[src/rtl/sms_pkg.sv]
// Shared types, codes and constants for the shutter motor sequencer.
package sms_pkg;

  localparam int unsigned CNT_W = 10;
  localparam logic [CNT_W-1:0] CNT_MAX = 10'd1023;

  localparam logic [CNT_W-1:0] HOLD_SHORT_RST = 10'd15;
  localparam logic [CNT_W-1:0] MAX_RUN_RST    = 10'd300;
  localparam logic [CNT_W-1:0] COOLDOWN_RST   = 10'd5;

  localparam int unsigned PADDR_W = 4;

  typedef enum logic [1:0] {
    REG_HOLD_SHORT = 2'd0,
    REG_MAX_RUN    = 2'd1,
    REG_COOLDOWN   = 2'd2
  } cfg_reg_t;

  typedef enum logic [2:0] {
    MODE_TICK     = 3'd0,
    MODE_UP       = 3'd1,
    MODE_DOWN     = 3'd2,
    MODE_STOP     = 3'd3,
    MODE_STOP_ALL = 3'd4,
    MODE_SHORT    = 3'd5
  } mode_t;

  typedef enum logic [3:0] {
    ST_REST           = 4'd0,
    ST_STOP           = 4'd1,
    ST_STOP2          = 4'd2,
    ST_PREP_UP        = 4'd3,
    ST_PREP_DOWN      = 4'd4,
    ST_START_UP       = 4'd5,
    ST_START_DOWN     = 4'd6,
    ST_COOL_FROM_DOWN = 4'd7,
    ST_COOL_FROM_UP   = 4'd8,
    ST_WAIT_TO_UP     = 4'd9,
    ST_WAIT_TO_DOWN   = 4'd10,
    ST_UP             = 4'd11,
    ST_DOWN           = 4'd12
  } shst_t;

  typedef enum logic {
    CTL_EMPTY = 1'b0,
    CTL_FULL  = 1'b1
  } ctl_state_t;

  typedef struct packed {
    logic [CNT_W-1:0] hold_short_limit;
    logic [CNT_W-1:0] max_run_time;
    logic [CNT_W-1:0] cooldown_time;
  } cfg_t;

  typedef struct packed {
    logic commit;
  } dp_cmd_t;

  typedef struct packed {
    logic in_valid;
    logic out_ready;
  } ctl_status_t;

  localparam logic signed [1:0] STATUS_UP   = 2'sd1;
  localparam logic signed [1:0] STATUS_DOWN = -2'sd1;
  localparam logic signed [1:0] STATUS_REST = 2'sd0;

  function automatic logic signed [1:0] move_status_of(input shst_t st);
    logic signed [1:0] res;
    unique case (st)
      ST_PREP_UP, ST_START_UP, ST_UP, ST_COOL_FROM_DOWN, ST_WAIT_TO_UP:
        res = STATUS_UP;
      ST_PREP_DOWN, ST_START_DOWN, ST_DOWN, ST_COOL_FROM_UP, ST_WAIT_TO_DOWN:
        res = STATUS_DOWN;
      default:
        res = STATUS_REST;
    endcase
    return res;
  endfunction

endpackage

[src/rtl/sms_in_if.sv]
// Command channel: mode and shutter index with valid/ready.
interface sms_in_if;
  logic       valid;
  logic       ready;
  logic [2:0] mode;
  logic [3:0] shutter_index;

  modport source (output valid, output mode, output shutter_index, input ready);
  modport sink   (input valid, input mode, input shutter_index, output ready);
endinterface

[src/rtl/sms_out_if.sv]
// Result channel: relay and status report with valid/ready.
interface sms_out_if;
  logic              valid;
  logic              ready;
  logic [3:0]        shutter_id;
  logic              motor_on;
  logic              direction_up;
  logic signed [1:0] move_status;
  logic              rejected;

  modport source (output valid, output shutter_id, output motor_on, output direction_up,
                  output move_status, output rejected, input ready);
  modport sink   (input valid, input shutter_id, input motor_on, input direction_up,
                  input move_status, input rejected, output ready);
endinterface

[src/rtl/sms_cfg.sv]
// APB register block holding the sequencer timing limits.
module sms_cfg (
  input  logic                          clk,
  input  logic                          rst,
  input  logic                          psel,
  input  logic                          penable,
  input  logic                          pwrite,
  input  logic [sms_pkg::PADDR_W-1:0]   paddr,
  input  logic [31:0]                   pwdata,
  output logic [31:0]                   prdata,
  output logic                          pready,
  output sms_pkg::cfg_t                 cfg
);
  import sms_pkg::*;

  logic     wr_en;
  cfg_reg_t reg_sel;

  assign pready  = 1'b1;
  assign wr_en   = psel && penable && pwrite && pready;
  assign reg_sel = cfg_reg_t'(paddr[3:2]);

  always_ff @(posedge clk) begin
    if (rst) begin
      cfg.hold_short_limit <= HOLD_SHORT_RST;
      cfg.max_run_time     <= MAX_RUN_RST;
      cfg.cooldown_time    <= COOLDOWN_RST;
    end else if (wr_en) begin
      unique case (reg_sel)
        REG_HOLD_SHORT: cfg.hold_short_limit <= pwdata[CNT_W-1:0];
        REG_MAX_RUN:    cfg.max_run_time     <= pwdata[CNT_W-1:0];
        REG_COOLDOWN:   cfg.cooldown_time    <= pwdata[CNT_W-1:0];
        default: ;
      endcase
    end
  end

  always_comb begin
    unique case (reg_sel)
      REG_HOLD_SHORT: prdata = {22'd0, cfg.hold_short_limit};
      REG_MAX_RUN:    prdata = {22'd0, cfg.max_run_time};
      REG_COOLDOWN:   prdata = {22'd0, cfg.cooldown_time};
      default:        prdata = 32'd0;
    endcase
  end

endmodule

[src/rtl/sms_ctrl.sv]
// Handshake controller tracking occupancy of the result register.
module sms_ctrl (
  input  logic                 clk,
  input  logic                 rst,
  input  sms_pkg::ctl_status_t status,
  output logic                 in_ready,
  output logic                 out_valid,
  output sms_pkg::dp_cmd_t     cmd
);
  import sms_pkg::*;

  ctl_state_t state;
  ctl_state_t state_next;

  always_ff @(posedge clk) begin
    if (rst) begin
      state <= CTL_EMPTY;
    end else begin
      state <= state_next;
    end
  end

  always_comb begin
    unique case (state)
      CTL_EMPTY: state_next = status.in_valid ? CTL_FULL : CTL_EMPTY;
      CTL_FULL:  state_next = (status.out_ready && !status.in_valid) ? CTL_EMPTY : CTL_FULL;
      default:   state_next = CTL_EMPTY;
    endcase
  end

  always_comb begin
    unique case (state)
      CTL_EMPTY: begin
        in_ready  = 1'b1;
        out_valid = 1'b0;
      end
      CTL_FULL: begin
        in_ready  = status.out_ready;
        out_valid = 1'b1;
      end
      default: begin
        in_ready  = 1'b0;
        out_valid = 1'b0;
      end
    endcase
    cmd.commit = status.in_valid && in_ready;
  end

endmodule

[src/rtl/sms_datapath.sv]
// Per-shutter state, run counters, relays and the result register.
module sms_datapath #(
  parameter int unsigned NUM_SHUTTERS = 5
) (
  input  logic                     clk,
  input  logic                     rst,
  input  sms_pkg::dp_cmd_t         cmd,
  input  sms_pkg::cfg_t            cfg,
  input  logic [2:0]               mode,
  input  logic [3:0]               shutter_index,
  output logic [3:0]               shutter_id,
  output logic                     motor_on,
  output logic                     direction_up,
  output logic signed [1:0]        move_status,
  output logic                     rejected
);
  import sms_pkg::*;

  localparam int unsigned IW = (NUM_SHUTTERS > 1) ? $clog2(NUM_SHUTTERS) : 1;
  localparam logic [4:0]  NUM_W = 5'(NUM_SHUTTERS);

  shst_t            st  [NUM_SHUTTERS];
  logic [CNT_W-1:0] cnt [NUM_SHUTTERS];
  logic             mot [NUM_SHUTTERS];
  logic             dir [NUM_SHUTTERS];

  logic             in_range;
  logic             stop_all;
  logic [IW-1:0]    sel;
  shst_t            cur_st, tick_st, st_next;
  logic [CNT_W-1:0] cur_cnt, tick_cnt, cnt_next;
  logic             cur_mot, mot_next, cur_dir, dir_next;

  assign in_range = {1'b0, shutter_index} < NUM_W;
  assign stop_all = mode_t'(mode) == MODE_STOP_ALL;
  assign sel      = in_range ? shutter_index[IW-1:0] : '0;
  assign cur_st   = st[sel];
  assign cur_cnt  = cnt[sel];
  assign cur_mot  = mot[sel];
  assign cur_dir  = dir[sel];

  always_comb begin
    tick_cnt = (cur_st != ST_REST && cur_cnt != CNT_MAX) ? cur_cnt + 10'd1 : cur_cnt;
    tick_st  = (tick_cnt > cfg.max_run_time) ? ST_STOP : cur_st;
    st_next  = cur_st;
    cnt_next = cur_cnt;
    mot_next = cur_mot;
    dir_next = cur_dir;
    unique case (mode_t'(mode))
      MODE_TICK: begin
        st_next  = tick_st;
        cnt_next = tick_cnt;
        unique case (tick_st)
          ST_STOP: begin
            mot_next = 1'b0;
            cnt_next = '0;
            st_next  = ST_STOP2;
          end
          ST_STOP2: begin
            dir_next = 1'b0;
            st_next  = ST_REST;
          end
          ST_PREP_UP: begin
            dir_next = 1'b1;
            st_next  = ST_START_UP;
          end
          ST_PREP_DOWN: begin
            dir_next = 1'b0;
            st_next  = ST_START_DOWN;
          end
          ST_START_UP: begin
            mot_next = 1'b1;
            cnt_next = '0;
            st_next  = ST_UP;
          end
          ST_START_DOWN: begin
            mot_next = 1'b1;
            cnt_next = '0;
            st_next  = ST_DOWN;
          end
          ST_COOL_FROM_DOWN: begin
            mot_next = 1'b0;
            cnt_next = '0;
            st_next  = ST_WAIT_TO_UP;
          end
          ST_COOL_FROM_UP: begin
            mot_next = 1'b0;
            cnt_next = '0;
            st_next  = ST_WAIT_TO_DOWN;
          end
          ST_WAIT_TO_UP: begin
            if (tick_cnt > cfg.cooldown_time) st_next = ST_PREP_UP;
          end
          ST_WAIT_TO_DOWN: begin
            if (tick_cnt > cfg.cooldown_time) st_next = ST_PREP_DOWN;
          end
          default: ;
        endcase
      end
      MODE_UP: begin
        unique case (cur_st)
          ST_REST: st_next = ST_PREP_UP;
          ST_DOWN: st_next = ST_COOL_FROM_DOWN;
          ST_UP:   st_next = ST_STOP;
          default: ;
        endcase
      end
      MODE_DOWN: begin
        unique case (cur_st)
          ST_REST: st_next = ST_PREP_DOWN;
          ST_UP:   st_next = ST_COOL_FROM_UP;
          ST_DOWN: st_next = ST_STOP;
          default: ;
        endcase
      end
      MODE_STOP:     st_next = ST_STOP;
      MODE_STOP_ALL: st_next = ST_STOP;
      MODE_SHORT: begin
        if (cur_cnt < cfg.hold_short_limit) st_next = ST_STOP;
      end
      default: ;
    endcase
  end

  always_ff @(posedge clk) begin
    for (int i = 0; i < NUM_SHUTTERS; i++) begin
      if (rst) begin
        st[i]  <= ST_REST;
        cnt[i] <= '0;
        mot[i] <= 1'b0;
        dir[i] <= 1'b0;
      end else if (cmd.commit) begin
        if (stop_all) begin
          st[i] <= ST_STOP;
        end else if (in_range && sel == IW'(i)) begin
          st[i]  <= st_next;
          cnt[i] <= cnt_next;
          mot[i] <= mot_next;
          dir[i] <= dir_next;
        end
      end
    end
  end

  always_ff @(posedge clk) begin
    if (cmd.commit) begin
      shutter_id   <= shutter_index;
      rejected     <= !in_range && !stop_all;
      motor_on     <= in_range && mot_next;
      direction_up <= in_range && dir_next;
      move_status  <= in_range ? move_status_of(st_next) : STATUS_REST;
    end
  end

endmodule

[src/rtl/shutter_motor_sequencer.sv]
// Shutter motor sequencer top level: controller, datapath and registers.
// The result is valid in the cycle after the command transfer.
// Throughput: one command per cycle while the result is taken; the result register frees as it is taken.
// Per-shutter state update is a read-modify-write of register-held state, written back on command transfer.
// Reset (rst, synchronous): all shutters at rest, counters zero, relays off and down,
// limits back to 15 / 300 / 5, result register empty.
module shutter_motor_sequencer #(
  parameter int unsigned NUM_SHUTTERS = 5
) (
  input  logic                        clk,
  input  logic                        rst,
  sms_in_if.sink                      in_ch,
  sms_out_if.source                   out_ch,
  input  logic                        psel,
  input  logic                        penable,
  input  logic                        pwrite,
  input  logic [sms_pkg::PADDR_W-1:0] paddr,
  input  logic [31:0]                 pwdata,
  output logic [31:0]                 prdata,
  output logic                        pready
);
  import sms_pkg::*;

  cfg_t        cfg;
  dp_cmd_t     cmd;
  ctl_status_t status;

  assign status.in_valid  = in_ch.valid;
  assign status.out_ready = out_ch.ready;

  sms_cfg u_cfg (
    .clk     (clk),
    .rst     (rst),
    .psel    (psel),
    .penable (penable),
    .pwrite  (pwrite),
    .paddr   (paddr),
    .pwdata  (pwdata),
    .prdata  (prdata),
    .pready  (pready),
    .cfg     (cfg)
  );

  sms_ctrl u_ctrl (
    .clk       (clk),
    .rst       (rst),
    .status    (status),
    .in_ready  (in_ch.ready),
    .out_valid (out_ch.valid),
    .cmd       (cmd)
  );

  sms_datapath #(
    .NUM_SHUTTERS (NUM_SHUTTERS)
  ) u_dp (
    .clk           (clk),
    .rst           (rst),
    .cmd           (cmd),
    .cfg           (cfg),
    .mode          (in_ch.mode),
    .shutter_index (in_ch.shutter_index),
    .shutter_id    (out_ch.shutter_id),
    .motor_on      (out_ch.motor_on),
    .direction_up  (out_ch.direction_up),
    .move_status   (out_ch.move_status),
    .rejected      (out_ch.rejected)
  );

  a_accept_gives_result: assert property (@(posedge clk) disable iff (rst)
    in_ch.valid && in_ch.ready |=> out_ch.valid)
    else $error("accepted command produced no result");

  a_stop_all_not_rejected: assert property (@(posedge clk) disable iff (rst)
    in_ch.valid && in_ch.ready && in_ch.mode == MODE_STOP_ALL |=> !out_ch.rejected)
    else $error("stop-all result flagged as rejected");

  a_reject_clean: assert property (@(posedge clk) disable iff (rst)
    out_ch.valid && out_ch.rejected |->
      !out_ch.motor_on && !out_ch.direction_up && out_ch.move_status == STATUS_REST)
    else $error("rejected result carries relay state");

  a_status_code: assert property (@(posedge clk) disable iff (rst)
    out_ch.valid |-> out_ch.move_status != 2'sb10)
    else $error("illegal move status code");

endmodule
[src/flat_wrapper.sv]
// flat-port wrapper written by rule: the top's interface ports become plain ports
module shutter_motor_sequencer_flat import sms_pkg::*;
#(
  parameter int unsigned NUM_SHUTTERS = 5
)
  (clk, rst, psel, penable, pwrite, paddr, pwdata, prdata, pready, in_ch_valid, in_ch_mode, in_ch_shutter_index, in_ch_ready, out_ch_valid, out_ch_shutter_id, out_ch_motor_on, out_ch_direction_up, out_ch_move_status, out_ch_rejected, out_ch_ready);
  sms_in_if in_ch_i ();
  sms_out_if out_ch_i ();
  input  logic clk;
  input  logic rst;
  input  logic psel;
  input  logic penable;
  input  logic pwrite;
  input  logic [sms_pkg::PADDR_W-1:0] paddr;
  input  logic [31:0] pwdata;
  output logic [31:0] prdata;
  output logic pready;
  input wire logic [$bits(in_ch_i.valid)-1:0] in_ch_valid;
  input wire logic [$bits(in_ch_i.mode)-1:0] in_ch_mode;
  input wire logic [$bits(in_ch_i.shutter_index)-1:0] in_ch_shutter_index;
  output wire logic [$bits(in_ch_i.ready)-1:0] in_ch_ready;
  output wire logic [$bits(out_ch_i.valid)-1:0] out_ch_valid;
  output wire logic [$bits(out_ch_i.shutter_id)-1:0] out_ch_shutter_id;
  output wire logic [$bits(out_ch_i.motor_on)-1:0] out_ch_motor_on;
  output wire logic [$bits(out_ch_i.direction_up)-1:0] out_ch_direction_up;
  output wire logic [$bits(out_ch_i.move_status)-1:0] out_ch_move_status;
  output wire logic [$bits(out_ch_i.rejected)-1:0] out_ch_rejected;
  input wire logic [$bits(out_ch_i.ready)-1:0] out_ch_ready;
  assign in_ch_i.valid = in_ch_valid;
  assign in_ch_i.mode = in_ch_mode;
  assign in_ch_i.shutter_index = in_ch_shutter_index;
  assign in_ch_ready = in_ch_i.ready;
  assign out_ch_valid = out_ch_i.valid;
  assign out_ch_shutter_id = out_ch_i.shutter_id;
  assign out_ch_motor_on = out_ch_i.motor_on;
  assign out_ch_direction_up = out_ch_i.direction_up;
  assign out_ch_move_status = out_ch_i.move_status;
  assign out_ch_rejected = out_ch_i.rejected;
  assign out_ch_i.ready = out_ch_ready;
  shutter_motor_sequencer #(.NUM_SHUTTERS(NUM_SHUTTERS)) u_core (.clk(clk), .rst(rst), .in_ch(in_ch_i), .out_ch(out_ch_i), .psel(psel), .penable(penable), .pwrite(pwrite), .paddr(paddr), .pwdata(pwdata), .prdata(prdata), .pready(pready));
endmodule
[config.mk]
export PLATFORM = sky130hd
export DESIGN_NAME = shutter_motor_sequencer_flat
export DESIGN_NICKNAME = d
export VERILOG_FILES = /design/src/rtl/sms_pkg.sv /design/src/rtl/sms_in_if.sv /design/src/rtl/sms_out_if.sv /design/src/rtl/sms_cfg.sv /design/src/rtl/sms_ctrl.sv /design/src/rtl/sms_datapath.sv /design/src/rtl/shutter_motor_sequencer.sv /design/src/flat_wrapper.sv
export SDC_FILE = /design/constraint.sdc
export NUM_CORES = 1
export LEC_CHECK = 0
export ABC_AREA = 1
export ABC_CLOCK_PERIOD_IN_PS = 12900
export BUFFER_PORTS_ARGS = -buffer_cell sky130_fd_sc_hd__buf_2
export CAP_MARGIN = 0
export CORE_ASPECT_RATIO = 1.1
export CORE_UTILIZATION = 45
export CTS_CLUSTER_DIAMETER = 30
export DETAILED_ROUTE_END_ITERATION = 10
export GPL_TIMING_DRIVEN = 0
export PLACE_DENSITY = 0.64
export RECOVER_POWER = 50
export SLEW_MARGIN = 20
export SYNTH_ARGS = -nofsm -noshare
export SYNTH_HDL_FRONTEND = slang
export SYNTH_SLANG_ARGS = --single-unit
[constraint.sdc]
create_clock -name clk -period 12.9 [get_ports clk]
set_clock_uncertainty 0.05 [all_clocks]
set_input_delay 2.58 -clock clk [delete_from_list [all_inputs] [get_ports clk]]
set_output_delay 2.58 -clock clk [all_outputs]
set_load 0.05 [all_outputs]
Word-level counts from Yosys, hierarchy flattened
Memory sizes are Yosys's and may differ from the RTL's. A register that Yosys moved wholly into a read port is not among the register bits.
Index checks and enable logic that the tools add are counted.
{"block": "word_totals", "reg_bits": 38, "latchBits": 0, "mem_bits_rw": 80, "mem_bits_ro": 32, "inputBits": 50, "out_inout_bits": 44, "word_cells": 176, "memories": 5}
{"name": "u_core.u_dp.cnt", "depth": 5, "word_bits": 10, "rd": 1, "rd_ports_with_merged_regs": 0, "wr": 5, "line_no": "sms_datapath.sv:23", "source": "logic [CNT_W-1:0] cnt [NUM_SHUTTERS];"}
{"name": "(name not given)", "depth": 16, "word_bits": 2, "rd": 1, "rd_ports_with_merged_regs": 1, "wr": 0, "line_no": "sms_pkg.sv:70", "source": "unique case (st)"}
{"name": "u_core.u_dp.st", "depth": 5, "word_bits": 4, "rd": 1, "rd_ports_with_merged_regs": 0, "wr": 5, "line_no": "sms_datapath.sv:22", "source": "shst_t st [NUM_SHUTTERS];"}
{"name": "u_core.u_dp.dir", "depth": 5, "word_bits": 1, "rd": 1, "rd_ports_with_merged_regs": 0, "wr": 5, "line_no": "sms_datapath.sv:25", "source": "logic dir [NUM_SHUTTERS];"}
{"name": "u_core.u_dp.mot", "depth": 5, "word_bits": 1, "rd": 1, "rd_ports_with_merged_regs": 0, "wr": 5, "line_no": "sms_datapath.sv:24", "source": "logic mot [NUM_SHUTTERS];"}
{"block": "classes", "n_addsub": 1, "multipliers": 0, "div_mod_pow": 0, "n_lt_le_gt_ge": 4, "eq_ne": 24, "shifts": 0, "n_mux": 78, "bitwise": 26, "n_reduce_logical": 30}
{"op": "2-to-1 mux 10 bit", "n": 8}
{"op": "2-to-1 mux 4 bit", "n": 14}
{"op": "2-to-1 mux 1 bit", "n": 45}
{"op": "case mux 4 bit (10 select lines)", "n": 1}
{"op": "case mux 10 bit (3 select lines)", "n": 1}
{"op": "bitwise OR 1 bit", "n": 25}
{"op": "case mux 4 bit (3 select lines)", "n": 2}
{"op": "equality test 4 bit, second input constant", "n": 5}
{"op": "greater-than comparator 10 bit", "n": 2}
{"op": "case mux 4 bit (5 select lines)", "n": 1}
{"op": "equality test 4 x 3 -> 1 bit, second input constant", "n": 4}
{"op": "logical AND 1 bit", "n": 13}
{"op": "equality test 3 x 2 -> 1 bit, second input constant", "n": 4}
{"op": "adder 10 x 1 -> 10 bit, second input constant", "n": 1}
{"op": "less-than comparator 10 bit", "n": 1}
{"op": "inequality test 10 bit, second input constant", "n": 1}
{"op": "case mux 1 bit (2 select lines)", "n": 5}
{"op": "equality test 3 bit, second input constant", "n": 3}
{"op": "equality test 4 x 2 -> 1 bit, second input constant", "n": 2}
{"op": "equality test 3 x 1 -> 1 bit, second input constant", "n": 2}
{"op": "zero test 3 bit", "n": 2}
{"op": "AND reduction 2 bit", "n": 3}
{"op": "OR reduction 2 bit", "n": 3}
{"op": "OR reduction 5 bit", "n": 1}
{"op": "11 further kinds", "n": 14}

Depth between registers and ports, before layout
An unclocked memory read counts as a cell.
{"block": "logic_depth", "depth_word": 13, "ltp_mapped": 38, "depth_no_buf": 38}

By module
A second synthesis with hierarchy kept.
{"block": "unflattened", "cells_unflattened": 1009, "area_unflattened_um2": 7659.8}
{"module": "sms_datapath", "n_inst": 1, "cells_per_inst": 762, "area_each_um2": 6008.3, "seq_area_each_um2": 2672.6}
{"module": "sms_cfg", "n_inst": 1, "cells_per_inst": 241, "area_each_um2": 1604.0, "seq_area_each_um2": 600.6}
{"module": "sms_ctrl", "n_inst": 1, "cells_per_inst": 6, "area_each_um2": 47.5, "seq_area_each_um2": 20.0}

Least setup slack after synthesis
OpenSTA, ideal clock, no wires.
{"block": "synth_path", "kind": "input-to-reg", "start": "in in_ch_shutter_index[2]", "end": "mem u_core.u_dp.cnt[0][6], data pin", "setup_time_ns": 0.147, "t_arrival_ns": 6.410, "required_time_ns": 12.703, "slack_ns": 6.293, "cell_stages": 28, "n_path_buf": 1, "path_cell_list": "nor2_1 -> buf_4 -> nand2_1 -> inv_1 -> nand2_1 -> nand3_1 -> a221oi_1 -> nor2_1 -> ha_1 -> nand3_1 -> inv_1 -> nand3_4 -> nand2_4 -> nand2_1 -> and2_1 -> ha_1 -> nand2_1 -> nor2_1 -> nand3_1 -> nand3_1 -> nand2_1 -> nand2_2 -> nor2_1 -> nand2_1 -> nand2_1 -> nor3_4 -> nand3_2 -> a21oi_1"}
{"element": "start: declaration", "line_no": "flat_wrapper.sv:20", "source": "input wire logic [$bits(in_ch_i.shutter_index)-1:0] in_ch_shutter_index;"}
{"element": "end: declaration", "line_no": "sms_datapath.sv:23"}

Worst setup path after layout
{"block": "layout_path", "start": "in in_ch_shutter_index[1]", "end": "reg u_core.u_dp.direction_up, data pin"}
{"block": "layout_between", "elab_chain_len": 13, "elab_cells_between_ends": 19, "cone_classes": "add/sub: 1; order compare: 2; eq/ne: 4; mux: 5; reduce/logical: 4; memory: 3"}
{"element": "parallel branches: the longest is 12 deep, another holds memory (5 x 10 bit)"}
{"element": "logical AND 1 bit (*)", "line_no": "sms_datapath.sv:150", "source": "direction_up <= in_range && dir_next;"}
{"element": "end signal: assignment", "line_no": "sms_datapath.sv:150"}
{"element": "end: declaration", "line_no": "sms_datapath.sv:13", "source": "output logic direction_up,"}
Every way passes the cells marked *.
A chain may end at the register's enable or synchronous reset.

==> parameters.txt <==
Parameter                              Value

Critical path
  Crit path buf inv count    4
  Critical R2R Launch    u_core.u_dp.st[3][2]
  Biggest fanout along the worst timing path    10
  Worst EP required    12.99 ns
  Largest delay contributor family on the critical path    simple AND/OR/NAND/NOR gates
  Critical Path Start Type    input pin
  Crit path largest cell delay    0.70 ns
  Endpoint class of the critical path    flip-flop
  Start-to-end type of the worst setup path    in2reg
  Arr. time, crit path    8.45 ns
  Slowest cell on crit path    sky130_fd_sc_hd__a22oi_1
  Launch point of the worst path    in_ch_shutter_index[1]

Layout
  Most frequent standard cell in the layout excluding fill and tap cells    sky130_fd_sc_hd__nand2_1
  Signed area change from the synthesized netlist to the final layout    15.6%
  Antenna diode instance count    0
  Proportion of layout cells with a drive suffix above 1    12.9%
  Post-layout instance count excluding filler cells    1,187
  Top library cells by usage in the layout, fill and taps aside    sky130_fd_sc_hd__nand2_1 (181), sky130_fd_sc_hd__inv_1 (119), sky130_fd_sc_hd__nor2_1 (101)
  Net total in the final layout    1,056

Yosys
  Number of flops mapped to enable cells by yosys    89
  Asr flop ratio synth    0%
  Netlist Area Pre-Place    7300 um2
  Number of library cell types mapped by synthesis    52
  Mapped Cells    892
  Number of flip-flops and latches in the synthesized netlist    120
  Top_reg_cell synth    sky130_fd_sc_hd__edfxtp_1
  Yosys warning count    0
  Share of synthesized area occupied by flip-flops and latches    45.1%
  Mean Syn Cell Area    8.19 um2

STA
  Fmax    120 MHz
  Minimum clock period after layout    8.35 ns
  Final count of pins violating max slew    0
  Hold Fails Final Rpt    0
  Measured slew at the worst slew-check pin    1.01 ns
  RSZ-0062 raised after global routing    false
  Hold slack final    0.443 ns
  Worst rel slew slack    32.2%
  Count of endpoints failing setup in the final report    0
  Total negative setup slack    0 ns
  Period utilization    64.8%

Power
  Seq pwr share    37.9%
  Switching fraction of total power    28.2%
  Proportion of power drawn by combinational gates    17.8%
  Max IR drop VDD    0.0872 mV
  Static leakage power    0.00375 uW
  Total chip power    1150 uW
  P_int    825 uW
  Power density relative to cell area    136 nW/um2
  Clock network fraction of total power    44.4%
  Net switching power of the design    324 uW

Hold path
  Worst hold path type    reg2reg
  Origin of the worst min-delay path    u_core.u_cfg.cfg[14]

GRT
  First-pass GRT wire length    30.3 mm
  Leftover overflow at the end of global routing    0
  Via count of the first global-routing pass    5,805
  Largest net degree at the start of global routing    17
  Combined global-route utilization of all metal layers    24.6%
  Antenna violations before repair    0

Clock network
  Number of buffers created by CTS    17
  CTS H-tree lvls    4
  Number of buffers added to fix hold violations after cts    0
  Post-CTS repair timing setup buffer count    0
  Clock Path Buffers    2
  Clock tree from TritonCTS    yes
  Clk_lat worst skew    0.43 ns
  # clock sinks    120
  PostCTS Resize Cnt    0
  Cell chosen for the clock root    sky130_fd_sc_hd__clkbuf_16
  Clock slew seen by the registers of the worst setup and hold paths    0.06 ns

Drt
  Number of iterations in the first detailed-routing pass    5
  Via-per-instance ratio    5.32
  Total vias in the final route    6,318
  Total length of routed wires    19.3 mm
  Violation count after the first detailed-route iteration    517
  DRC violation count after routing    0
  Antenna Violating Nets Remaining    0
  Detail-routed net length per standard cell    16.3 um

Die
  Effective utilization at floorplan    46.2%
  Number of top-level design ports    94
  Row Count    48
  Die span in y    136 um
  Core area    15,800 um2
  Horizontal extent of the die    123 um
  Die Area    16,700 um2

Placement
  Half-perimeter wire length after placement    14.4 mm
  Gp weighted congestion    0.886
  Number of placed instances, taps included    1,157
  IO buf count    44

Status
  Status    complete, no violations

Job
  Count of max-cap constraint violations    0
==> metrics by stage <==
step	instance area, um2	utilization [%]	setup slack (ns)
after floorplan	7380	-	6.29
after global placement	7850	49.7	4.76
after detailed placement	7850	49.7	4.77
after CTS	8470	53.6	5.20
after global routing	8440	53.5	4.08
final	8440	53.5	4.55
==> path summary, 6_finish.rpt <==
check	to	slack (ns)	cells after the start
setup reg to reg	u_core.u_dp.direction_up	7.94	22
hold / removal	u_core.u_cfg.cfg[14]	0.44	2
hold reg to reg	u_core.u_cfg.cfg[14]	0.44	2
setup / recovery	u_core.u_dp.direction_up	4.55	28
==> registers in the layout (all words and copies together), names as in the netlist <==
signal,count
u_core.u_cfg.cfg,30
u_core.u_ctrl.state,1
u_core.u_dp.cnt,50
u_core.u_dp.dir,5
u_core.u_dp.direction_up,1
u_core.u_dp.mot,5
u_core.u_dp.motor_on,1
u_core.u_dp.move_status,2
u_core.u_dp.rejected,1
u_core.u_dp.shutter_id,4
u_core.u_dp.st,20
==> routing by layer <==
layer	global-route usage (%)	wire length (um)	up-vias	part of all wire [%]
met4	7.76	298	0	1.5
met5	0	0	-	0
li1	-	-	3144	-
met2	42.0	9520	221	49
met3	4.80	1330	23	6.9
met1	31.1	8190	2930	42
==> worst reg2reg max path: stages (launching register included) <==
cell	delay, ns
sky130_fd_sc_hd__edfxtp_1	0.37
sky130_fd_sc_hd__nand4_1	0.13
sky130_fd_sc_hd__nand2_1	0.09
sky130_fd_sc_hd__o21bai_1	0.45
sky130_fd_sc_hd__nand3_2	0.26
sky130_fd_sc_hd__buf_2	0.26
sky130_fd_sc_hd__inv_1	0.12
sky130_fd_sc_hd__o21ai_0	0.15
sky130_fd_sc_hd__and2_1	0.26
sky130_fd_sc_hd__ha_1	0.30
sky130_fd_sc_hd__nand2_1	0.08
sky130_fd_sc_hd__nor2_1	0.27
sky130_fd_sc_hd__nand3_1	0.12
sky130_fd_sc_hd__nand3_1	0.09
sky130_fd_sc_hd__nand2_1	0.19
sky130_fd_sc_hd__nand2_1	0.19
sky130_fd_sc_hd__nand2_1	0.11
sky130_fd_sc_hd__nor2_1	0.16
sky130_fd_sc_hd__nor2_1	0.08
sky130_fd_sc_hd__o31ai_1	0.07
sky130_fd_sc_hd__a21oi_1	0.10
sky130_fd_sc_hd__a22oi_1	0.70
sky130_fd_sc_hd__nor2_1	0.09
==> final cells by class <==
| cell class | count | area [um2] |
|---|---|---|
| fillers | 1550 | 7350 |
| multi-input cells | 624 | 3350 |
| clock buffers | 20 | 437 |
| clock inverters | 10 | 178 |
| inverters | 125 | 470 |
| plain buffers | 44 | 269 |
| well taps | 200 | 250 |
| flip-flops and latches | 120 | 3290 |
| repair buffers | 44 | 201 |
==> power by group through the flow <==
stage	Combinational [uW]	Sequential, uW	Clock (uW)
floorplan	146	449	0
global placement	202	442	0
detailed placement	204	443	0
CTS	205	435	512
global route	227	437	528
finish	204	435	510
==> cell usage after synthesis (3+ instances only) <==
library cell,instances,area [um2]
sky130_fd_sc_hd__edfxtp_1,89,2670
sky130_fd_sc_hd__nand2_2,5,31.3
sky130_fd_sc_hd__buf_2,4,20.0
sky130_fd_sc_hd__o21bai_1,5,37.5
sky130_fd_sc_hd__a31oi_1,3,18.8
sky130_fd_sc_hd__nand2_1,181,679
sky130_fd_sc_hd__nor2_2,4,25.0
sky130_fd_sc_hd__nand3_1,44,220
sky130_fd_sc_hd__o21ai_0,39,195
sky130_fd_sc_hd__a21oi_1,85,425
sky130_fd_sc_hd__clkbuf_1,14,52.6
sky130_fd_sc_hd__o211ai_1,10,75.1
sky130_fd_sc_hd__ha_1,30,375
sky130_fd_sc_hd__nor2_1,101,379
sky130_fd_sc_hd__xor2_1,3,26.3
sky130_fd_sc_hd__nand4_1,19,119
sky130_fd_sc_hd__inv_1,119,447
sky130_fd_sc_hd__buf_4,25,188
sky130_fd_sc_hd__and2_1,3,18.8
sky130_fd_sc_hd__o221ai_1,11,96.3
sky130_fd_sc_hd__nand3_2,11,110
sky130_fd_sc_hd__o22a_1,3,26.3
sky130_fd_sc_hd__dfxtp_1,31,621
sky130_fd_sc_hd__inv_2,3,11.3
sky130_fd_sc_hd__or2_2,4,25.0
sky130_fd_sc_hd__o22ai_1,3,18.8
sky130_fd_sc_hd__nor3_1,6,30.0
sky130_fd_sc_hd__a22oi_1,4,30.0
sky130_fd_sc_hd__o21ai_2,4,35.0
==> logic make-up (layout without fill, tap and decap cells) <==
group / Yosys count / after routing / synth area share, %
AND/OR/NAND/NOR: 387 / 387 / 23.9
AO/OA/AOI/OAI: 180 / 180 / 15.1
buffers and inverters: 169 / 243 / 10.2
flip-flops: 120 / 120 / 45.1
adder cells (fa/ha/maj): 30 / 30 / 5.14
XOR/XNOR: 4 / 4 / 0.480
other: 2 / 23 / 0.103
Power figures use the tool's default switching activity.
